**src/sv/dmsd_pkg.sv**
```systemverilog
// Shared types and constants for the drive mixer and servo duty pipeline.
`default_nettype none

package dmsd_pkg;

  localparam int CMD_W   = 11;
  localparam int DUTY_W  = 12;
  localparam int CFG_W   = 16;
  localparam int IDX_W   = 2;
  localparam int NLANE   = 3;

  localparam int LANE_LEFT  = 0;
  localparam int LANE_RIGHT = 1;
  localparam int LANE_WINCH = 2;

  // Quotient bits resolved by each divider stage.
  localparam int BITS_PER_STG = 2;
  // Quotient bits of the mix rescale divider (result magnitude up to 1000).
  localparam int MIX_QW       = 10;
  // Numerator of the rescale: magnitude up to 2000 times 1000.
  localparam int MIX_NUM_W    = 21;

  // Map product (cmd + 1000) * |max - min| and its division by 2000 = 16 * 125.
  localparam int MAP_X_W   = CMD_W + CFG_W;
  localparam int DIV_SHIFT = 4;
  localparam int MAP_Y_W   = MAP_X_W - DIV_SHIFT;
  localparam int RECIP_W   = 24;
  localparam int RECIP_SH  = 30;
  localparam int MAP_P_W   = MAP_Y_W + RECIP_W;
  localparam int DUTY_N_W  = CFG_W + DUTY_W;

  // Fill-cycle latency from accepted request to result strobe.
  localparam int PIPE_LAT = 20;

  typedef logic signed [CMD_W-1:0] cmd_t;
  typedef logic [DUTY_W-1:0]       duty_t;
  typedef logic [CFG_W-1:0]        cfg_t;
  typedef logic [IDX_W-1:0]        cfg_idx_t;

  localparam cmd_t  CMD_FULL   = 11'sd1000;
  localparam logic [CMD_W-1:0] CMD_FULL_U = 11'd1000;
  localparam duty_t DUTY_MAX   = 12'd4095;
  localparam int    DIV_ODD    = 125;
  localparam logic [RECIP_W-1:0] RECIP_125 = 24'd8589934;

  typedef enum logic [IDX_W-1:0] {
    CFG_PULSE_MIN = 2'd0,
    CFG_PULSE_MAX = 2'd1,
    CFG_PERIOD    = 2'd2
  } cfg_reg_t;

  typedef struct packed {
    logic vld;
    logic direct;
  } dmsd_ctl_t;

  typedef struct packed {
    cfg_t pulse_min;
    cfg_t pulse_max;
    cfg_t period;
  } dmsd_cfg_t;

  localparam dmsd_cfg_t CFG_RESET = '{
    pulse_min: 16'd1000,
    pulse_max: 16'd2000,
    period:    16'd20000
  };

endpackage

`default_nettype wire

```
**src/sv/dmsd_mix.sv**
```systemverilog
// Input saturation, arcade mixing and pipelined rescale of the wheel commands.
`default_nettype none

module dmsd_mix (
  input  logic                clk,
  input  logic                rst_n,
  input  dmsd_pkg::dmsd_ctl_t in_ctl,
  input  dmsd_pkg::cmd_t      in_cmd_a,
  input  dmsd_pkg::cmd_t      in_cmd_b,
  input  dmsd_pkg::cmd_t      in_winch_cmd,
  output dmsd_pkg::dmsd_ctl_t out_ctl,
  output dmsd_pkg::cmd_t      out_cmd [dmsd_pkg::NLANE]
);
  import dmsd_pkg::*;

  localparam int NSTG = MIX_QW / BITS_PER_STG;

  typedef logic signed [CMD_W:0] sum_t;
  typedef logic [MIX_NUM_W-1:0]  num_t;
  typedef logic [CMD_W-1:0]      mag_t;
  typedef logic [MIX_QW-1:0]     quo_t;

  typedef struct packed {
    num_t rem_l;
    num_t rem_r;
    quo_t q_l;
    quo_t q_r;
    mag_t m;
    logic neg_l;
    logic neg_r;
    logic scale;
    sum_t l;
    sum_t r;
    cmd_t w;
  } div_stg_t;

  localparam num_t NUM_FULL = num_t'(CMD_FULL_U);

  function automatic cmd_t sat_cmd(input cmd_t v);
    cmd_t res;
    res = v;
    if (v > CMD_FULL) res = CMD_FULL;
    else if (v < -CMD_FULL) res = -CMD_FULL;
    return res;
  endfunction

  // Stage 1: saturated commands
  dmsd_ctl_t s1_ctl_r;
  cmd_t      s1_a_r, s1_b_r, s1_w_r;
  // Stage 2: mixed wheel commands
  dmsd_ctl_t s2_ctl_r, s2_ctl_nxt;
  sum_t      s2_l_r, s2_r_r, s2_l_nxt, s2_r_nxt;
  cmd_t      s2_w_r;
  // Divider stages
  dmsd_ctl_t dv_ctl_r [NSTG+1];
  dmsd_ctl_t dv_ctl_nxt [NSTG+1];
  div_stg_t  dv_r [NSTG+1];
  div_stg_t  dv_nxt [NSTG+1];
  // Output stage
  dmsd_ctl_t out_ctl_r;
  cmd_t      out_cmd_r [NLANE];
  cmd_t      out_cmd_nxt [NLANE];

  always_comb begin
    sum_t a12, b12;
    a12 = sum_t'(s1_a_r);
    b12 = sum_t'(s1_b_r);
    s2_ctl_nxt = s1_ctl_r;
    if (s1_ctl_r.direct) begin
      s2_l_nxt = a12;
      s2_r_nxt = b12;
    end else begin
      s2_l_nxt = a12 + b12;
      s2_r_nxt = a12 - b12;
    end
  end

  always_comb begin
    sum_t abs_l, abs_r;
    mag_t mag_l, mag_r;
    num_t shd;
    int   sh;
    abs_l = s2_l_r[CMD_W] ? -s2_l_r : s2_l_r;
    abs_r = s2_r_r[CMD_W] ? -s2_r_r : s2_r_r;
    mag_l = abs_l[CMD_W-1:0];
    mag_r = abs_r[CMD_W-1:0];

    dv_ctl_nxt[0]   = s2_ctl_r;
    dv_nxt[0].neg_l = s2_l_r[CMD_W];
    dv_nxt[0].neg_r = s2_r_r[CMD_W];
    dv_nxt[0].m     = (mag_l > mag_r) ? mag_l : mag_r;
    dv_nxt[0].scale = !s2_ctl_r.direct && (dv_nxt[0].m > CMD_FULL_U);
    dv_nxt[0].rem_l = num_t'(mag_l) * NUM_FULL;
    dv_nxt[0].rem_r = num_t'(mag_r) * NUM_FULL;
    dv_nxt[0].q_l   = '0;
    dv_nxt[0].q_r   = '0;
    dv_nxt[0].l     = s2_l_r;
    dv_nxt[0].r     = s2_r_r;
    dv_nxt[0].w     = s2_w_r;

    // Restoring division, most significant quotient bits first.
    for (int j = 1; j <= NSTG; j++) begin
      dv_ctl_nxt[j] = dv_ctl_r[j-1];
      dv_nxt[j]     = dv_r[j-1];
      for (int k = 0; k < BITS_PER_STG; k++) begin
        sh  = MIX_QW - 1 - BITS_PER_STG * (j - 1) - k;
        shd = num_t'(dv_r[j-1].m) << sh;
        if (dv_nxt[j].rem_l >= shd) begin
          dv_nxt[j].rem_l = dv_nxt[j].rem_l - shd;
          dv_nxt[j].q_l   = {dv_nxt[j].q_l[MIX_QW-2:0], 1'b1};
        end else begin
          dv_nxt[j].q_l   = {dv_nxt[j].q_l[MIX_QW-2:0], 1'b0};
        end
        if (dv_nxt[j].rem_r >= shd) begin
          dv_nxt[j].rem_r = dv_nxt[j].rem_r - shd;
          dv_nxt[j].q_r   = {dv_nxt[j].q_r[MIX_QW-2:0], 1'b1};
        end else begin
          dv_nxt[j].q_r   = {dv_nxt[j].q_r[MIX_QW-2:0], 1'b0};
        end
      end
    end
  end

  always_comb begin
    cmd_t ql, qr;
    ql = cmd_t'({1'b0, dv_r[NSTG].q_l});
    qr = cmd_t'({1'b0, dv_r[NSTG].q_r});
    if (dv_r[NSTG].scale) begin
      out_cmd_nxt[LANE_LEFT]  = dv_r[NSTG].neg_l ? -ql : ql;
      out_cmd_nxt[LANE_RIGHT] = dv_r[NSTG].neg_r ? -qr : qr;
    end else begin
      // Unscaled values already sit within full scale.
      out_cmd_nxt[LANE_LEFT]  = dv_r[NSTG].l[CMD_W-1:0];
      out_cmd_nxt[LANE_RIGHT] = dv_r[NSTG].r[CMD_W-1:0];
    end
    out_cmd_nxt[LANE_WINCH] = dv_r[NSTG].w;
  end

  always_ff @(posedge clk) begin
    if (!rst_n) begin
      s1_ctl_r  <= '0;
      s2_ctl_r  <= '0;
      dv_ctl_r  <= '{default: '0};
      out_ctl_r <= '0;
    end else begin
      s1_ctl_r  <= in_ctl;
      s2_ctl_r  <= s2_ctl_nxt;
      dv_ctl_r  <= dv_ctl_nxt;
      out_ctl_r <= dv_ctl_r[NSTG];
    end
  end

  always_ff @(posedge clk) begin
    s1_a_r    <= sat_cmd(in_cmd_a);
    s1_b_r    <= sat_cmd(in_cmd_b);
    s1_w_r    <= sat_cmd(in_winch_cmd);
    s2_l_r    <= s2_l_nxt;
    s2_r_r    <= s2_r_nxt;
    s2_w_r    <= s1_w_r;
    dv_r      <= dv_nxt;
    out_cmd_r <= out_cmd_nxt;
  end

  assign out_ctl = out_ctl_r;
  assign out_cmd = out_cmd_r;

endmodule

`default_nettype wire

```
**config.mk**
```make
export PLATFORM = sky130hd
export DESIGN_NAME = dmsd_mix
export DESIGN_NICKNAME = d
export VERILOG_FILES = /design/src/sv/dmsd_pkg.sv /design/src/sv/dmsd_mix.sv
export SDC_FILE = /design/constraint.sdc
export NUM_CORES = 1
export LEC_CHECK = 0
export BUFFER_PORTS_ARGS = -buffer_cell sky130_fd_sc_hd__buf_2
export CAP_MARGIN = 25
export CORE_UTILIZATION = 30
export CTS_BUF_LIST = sky130_fd_sc_hd__clkbuf_8 sky130_fd_sc_hd__clkbuf_16
export DETAILED_ROUTE_END_ITERATION = 7
export PLACE_DENSITY_LB_ADDON = 0.08
export SLEW_MARGIN = 5
export SYNTH_ARGS = -nofsm -noshare
export SYNTH_HDL_FRONTEND = slang
export SYNTH_SLANG_ARGS = --single-unit
```
**constraint.sdc**
```tcl
create_clock -name clk -period 16.5 [get_ports clk]
set_clock_uncertainty 0.15 [all_clocks]
set_input_delay 3.3 -clock clk [delete_from_list [all_inputs] [get_ports clk]]
set_output_delay 3.3 -clock clk [all_outputs]
set_load 0.02 [all_outputs]
```
==> results.py <==
metrics = {
    "die": {
        "num_rows": 121,
        "dieArea_um2": 112000,
        "start_util_pct": 30.3,
        "boundaryPins": 72,
        "coreArea_um2": 109000,
        "die_x_um": 334,
        "die_h_um": 334,
    },
    "clock_tree": {
        "postCtsSetupBuffers": 0,
        "numCtsBuffers": 73,
        "clkSinkCount": 624,
        "cts.clk_slew.worst_paths_ns": 0.06,
        "cts_tree": "built",
        "clock_latency_ns": 0.65,
        "cts_resized": 0,
        "htree_levels": 3,
        "hold_buffers": 0,
        "cts_root_buf": "clkbuf_16",
        "clockBufferDepth": 3,
    },
    "setup_path": {
        "cp_max_fo": 20,
        "crit_family": "compound AO/OA/AOI/OAI gates",
        "critPathKind": "reg -> reg",
        "worst-path-buf-inv": 3,
        "path_cells": "ha_1 -> inv_1 -> fa_1 -> a21o_1 -> a221o_1 -> a221o_1 -> nor2_4 -> inv_1 -> o21ai_0 -> inv_1 -> ha_1 -> nor2b_1 -> o21ai_0 -> a21boi_0 -> nor4_1 -> o21ai_0 -> a311oi_2 -> nand4_2 -> nor2_4 -> mux2_2",
        "cp.arrival_ns": 7.19,
        "crit_path_end_kind": "flip-flop",
        "slowest_delay_ns": 0.54,
        "cp_slowest_cell": "dfxtp_1",
        "required_ns": 16.89,
        "cp-start-kind": "flip-flop",
    },
    "job": {
        "cap_violations": 0,
    },
    "sta": {
        "min_period_over_period_pct": 41.2,
        "grt_setup_unrepaired": "no",
        "fin_crit_ns": 6.80,
        "fmax_mhz": 147,
        "slew_headroom_pct": 38.4,
        "tns_ns": 0,
        "whs_ns": 0.168,
        "setup_viol": 0,
        "worst_pin_slew_ns": 0.914,
        "final_max_slew_viol_count": 0,
        "hold_violations": 0,
    },
    "drt": {
        "drc": 0,
        "drt_pass1_iterations": 4,
        "finalWirelength_um": 85600,
        "drt_iter0_drc": 997,
        "drtAntennaViolNets": 0,
        "vias": 23900,
        "viasPerCell": 4.67,
        "wl_per_cell_um": 16.8,
    },
    "placed_design": {
        "io_buffers": 71,
        "gp_congestion": 0.810,
        "hpwl_um": 68500,
    },
    "global_route": {
        "grt_max_degree": 44,
        "antenna_found_initial": 2,
        "grt_first_pass_wirelength_um": 136000,
        "grt_usage_pct": 15.4,
        "grt_pass1_vias": 24300,
        "grt_overflow": 0,
    },
    "synthesis": {
        "ys_top_cells_by_area": "dfxtp_1 38%, ha_1 13%, fa_1 4.8%",
        "synth_top_area_cell": "dfxtp_1",
        "ys_types": 87,
        "synth_seq_cells": 624,
        "ys_warn_count": 0,
        "synth-seq-area-share_pct": 37.8,
        "postSynthAreaPerCell_um2": 9.52,
        "syn-cell-area_um2": 33100,
        "synthCells": 3475,
        "synth_edf_count": 0,
        "yosysTopAreaCellShare_pct": 37.8,
        "synthFlopType": "dfxtp_1",
        "syn_nets": 3931,
        "synthArstFlopShare_pct": 0,
    },
    "cells_and_area": {
        "drive_gt1_share_pct": 9.92,
        "final_common_cell": "dfxtp_1",
        "antenna_cells": 0,
        "post-route-util_pct": 34.6,
        "nFillCells": 11200,
        "areaGrowthSynthToFinish_pct": 14.1,
        "layout_common_cells": "624 x dfxtp_1, 340 x ha_1, 334 x inv_1",
        "finalNetCount": 4030,
    },
    "hold_path": {
        "hp-class": "reg -> reg",
    },
    "outcome": {
        "outcome": "complete, no violations",
    },
}
[through the flow]
stage          cells  area, um2  worst slack, ns
3_3_place_gp    4974      35200             9.69
5_1_grt         5105      37700             9.01
4_1_cts         5104      37700             9.57
2_1_floorplan   3475      33100            10.46
3_5_place_dp    4974      35200             9.58
6_report        5105      37700             9.70
[area by class of cell]
cell class | instances | area [um2] | area share, %
Timing Repair Buffer | 90 | 502 | 1.33
Inverter | 329 | 1230 | 3.27
Clock buffer | 84 | 1980 | 5.24
Clock inverter | 46 | 593 | 1.57
Multi-Input combinational cell | 2456 | 19100 | 50.6
Tap cell | 1476 | 1850 | 4.89
Sequential cell | 624 | 12500 | 33.1
[path summary, 6_finish.rpt]
check	endpoint	from	slack, ns	cells past startpoint
setup / recovery	dv_r[206]$_DFF_P_	dv_nxt[149]$_DFF_P_	9.70	20
hold / removal	s2_w_r[10]$_DFF_P_	s1_w_r[10]$_SDFF_PP0_	0.17	0
setup reg to reg	dv_r[206]$_DFF_P_	dv_nxt[149]$_DFF_P_	9.70	20
hold reg to reg	s2_w_r[10]$_DFF_P_	s1_w_r[10]$_SDFF_PP0_	0.17	0
[routing by layer]
layer	global-route usage [%]	wire length, um
met2	26.5	40800
met1	19.9	40400
met5	0	0
met3	2.17	2240
met4	4.70	2130
[Yosys cell counts (10+ instances only)]
master and n:
clkbuf_1 55, and4_1 12, xor2_1 90, a2111oi_0 12, a31o_2 10, o31ai_1 28, fa_1 79, mux2i_1 27
nand4_1 34, o21a_1 36, a21oi_1 223, o41ai_1 13, ha_1 340, nor4_1 26, xnor2_1 156, a31oi_1 24
o21bai_1 30, inv_1 323, or3_1 33, and3_1 24, nor2_1 227, o31a_1 12, o211ai_1 25, or2_2 11
nand2b_1 37, o2111ai_1 12, o21ai_0 184, nand3_1 65, nor2b_1 46, a21boi_0 17, mux2_2 97, nand2_1 171
a21o_1 79, dfxtp_1 624, or4_1 16, nor3_1 64, and2_1 45, a211oi_1 26
[kinds of logic (layout without fill, tap and decap cells)]
kind of cell | after synthesis | in the layout | synth area share (%)
AO/OA/AOI/OAI | 803 | 803 | 15.8
XOR/XNOR | 247 | 247 | 6.56
adder cells (fa/ha/maj) | 419 | 419 | 17.6
buffers and inverters | 395 | 549 | 4.59
flip-flops | 624 | 624 | 37.8
multiplexers | 133 | 133 | 4.48
AND/OR/NAND/NOR | 854 | 854 | 13.1
[flip-flops by register name (all words and copies together) (netlist names)]
register,flops
dv_ctl_nxt,12
dv_ctl_r,2
dv_nxt,235
dv_r,270
out_cmd,33
out_ctl,2
s1_a_r,11
s1_b_r,11
s1_ctl_r,2
s1_w_r,11
s2_l_r,12
s2_r_r,12
s2_w_r,11
Power is left out: the tool's default activity adds up to more than one toggle a clock period on the data nets, which glitch-free logic cannot reach.
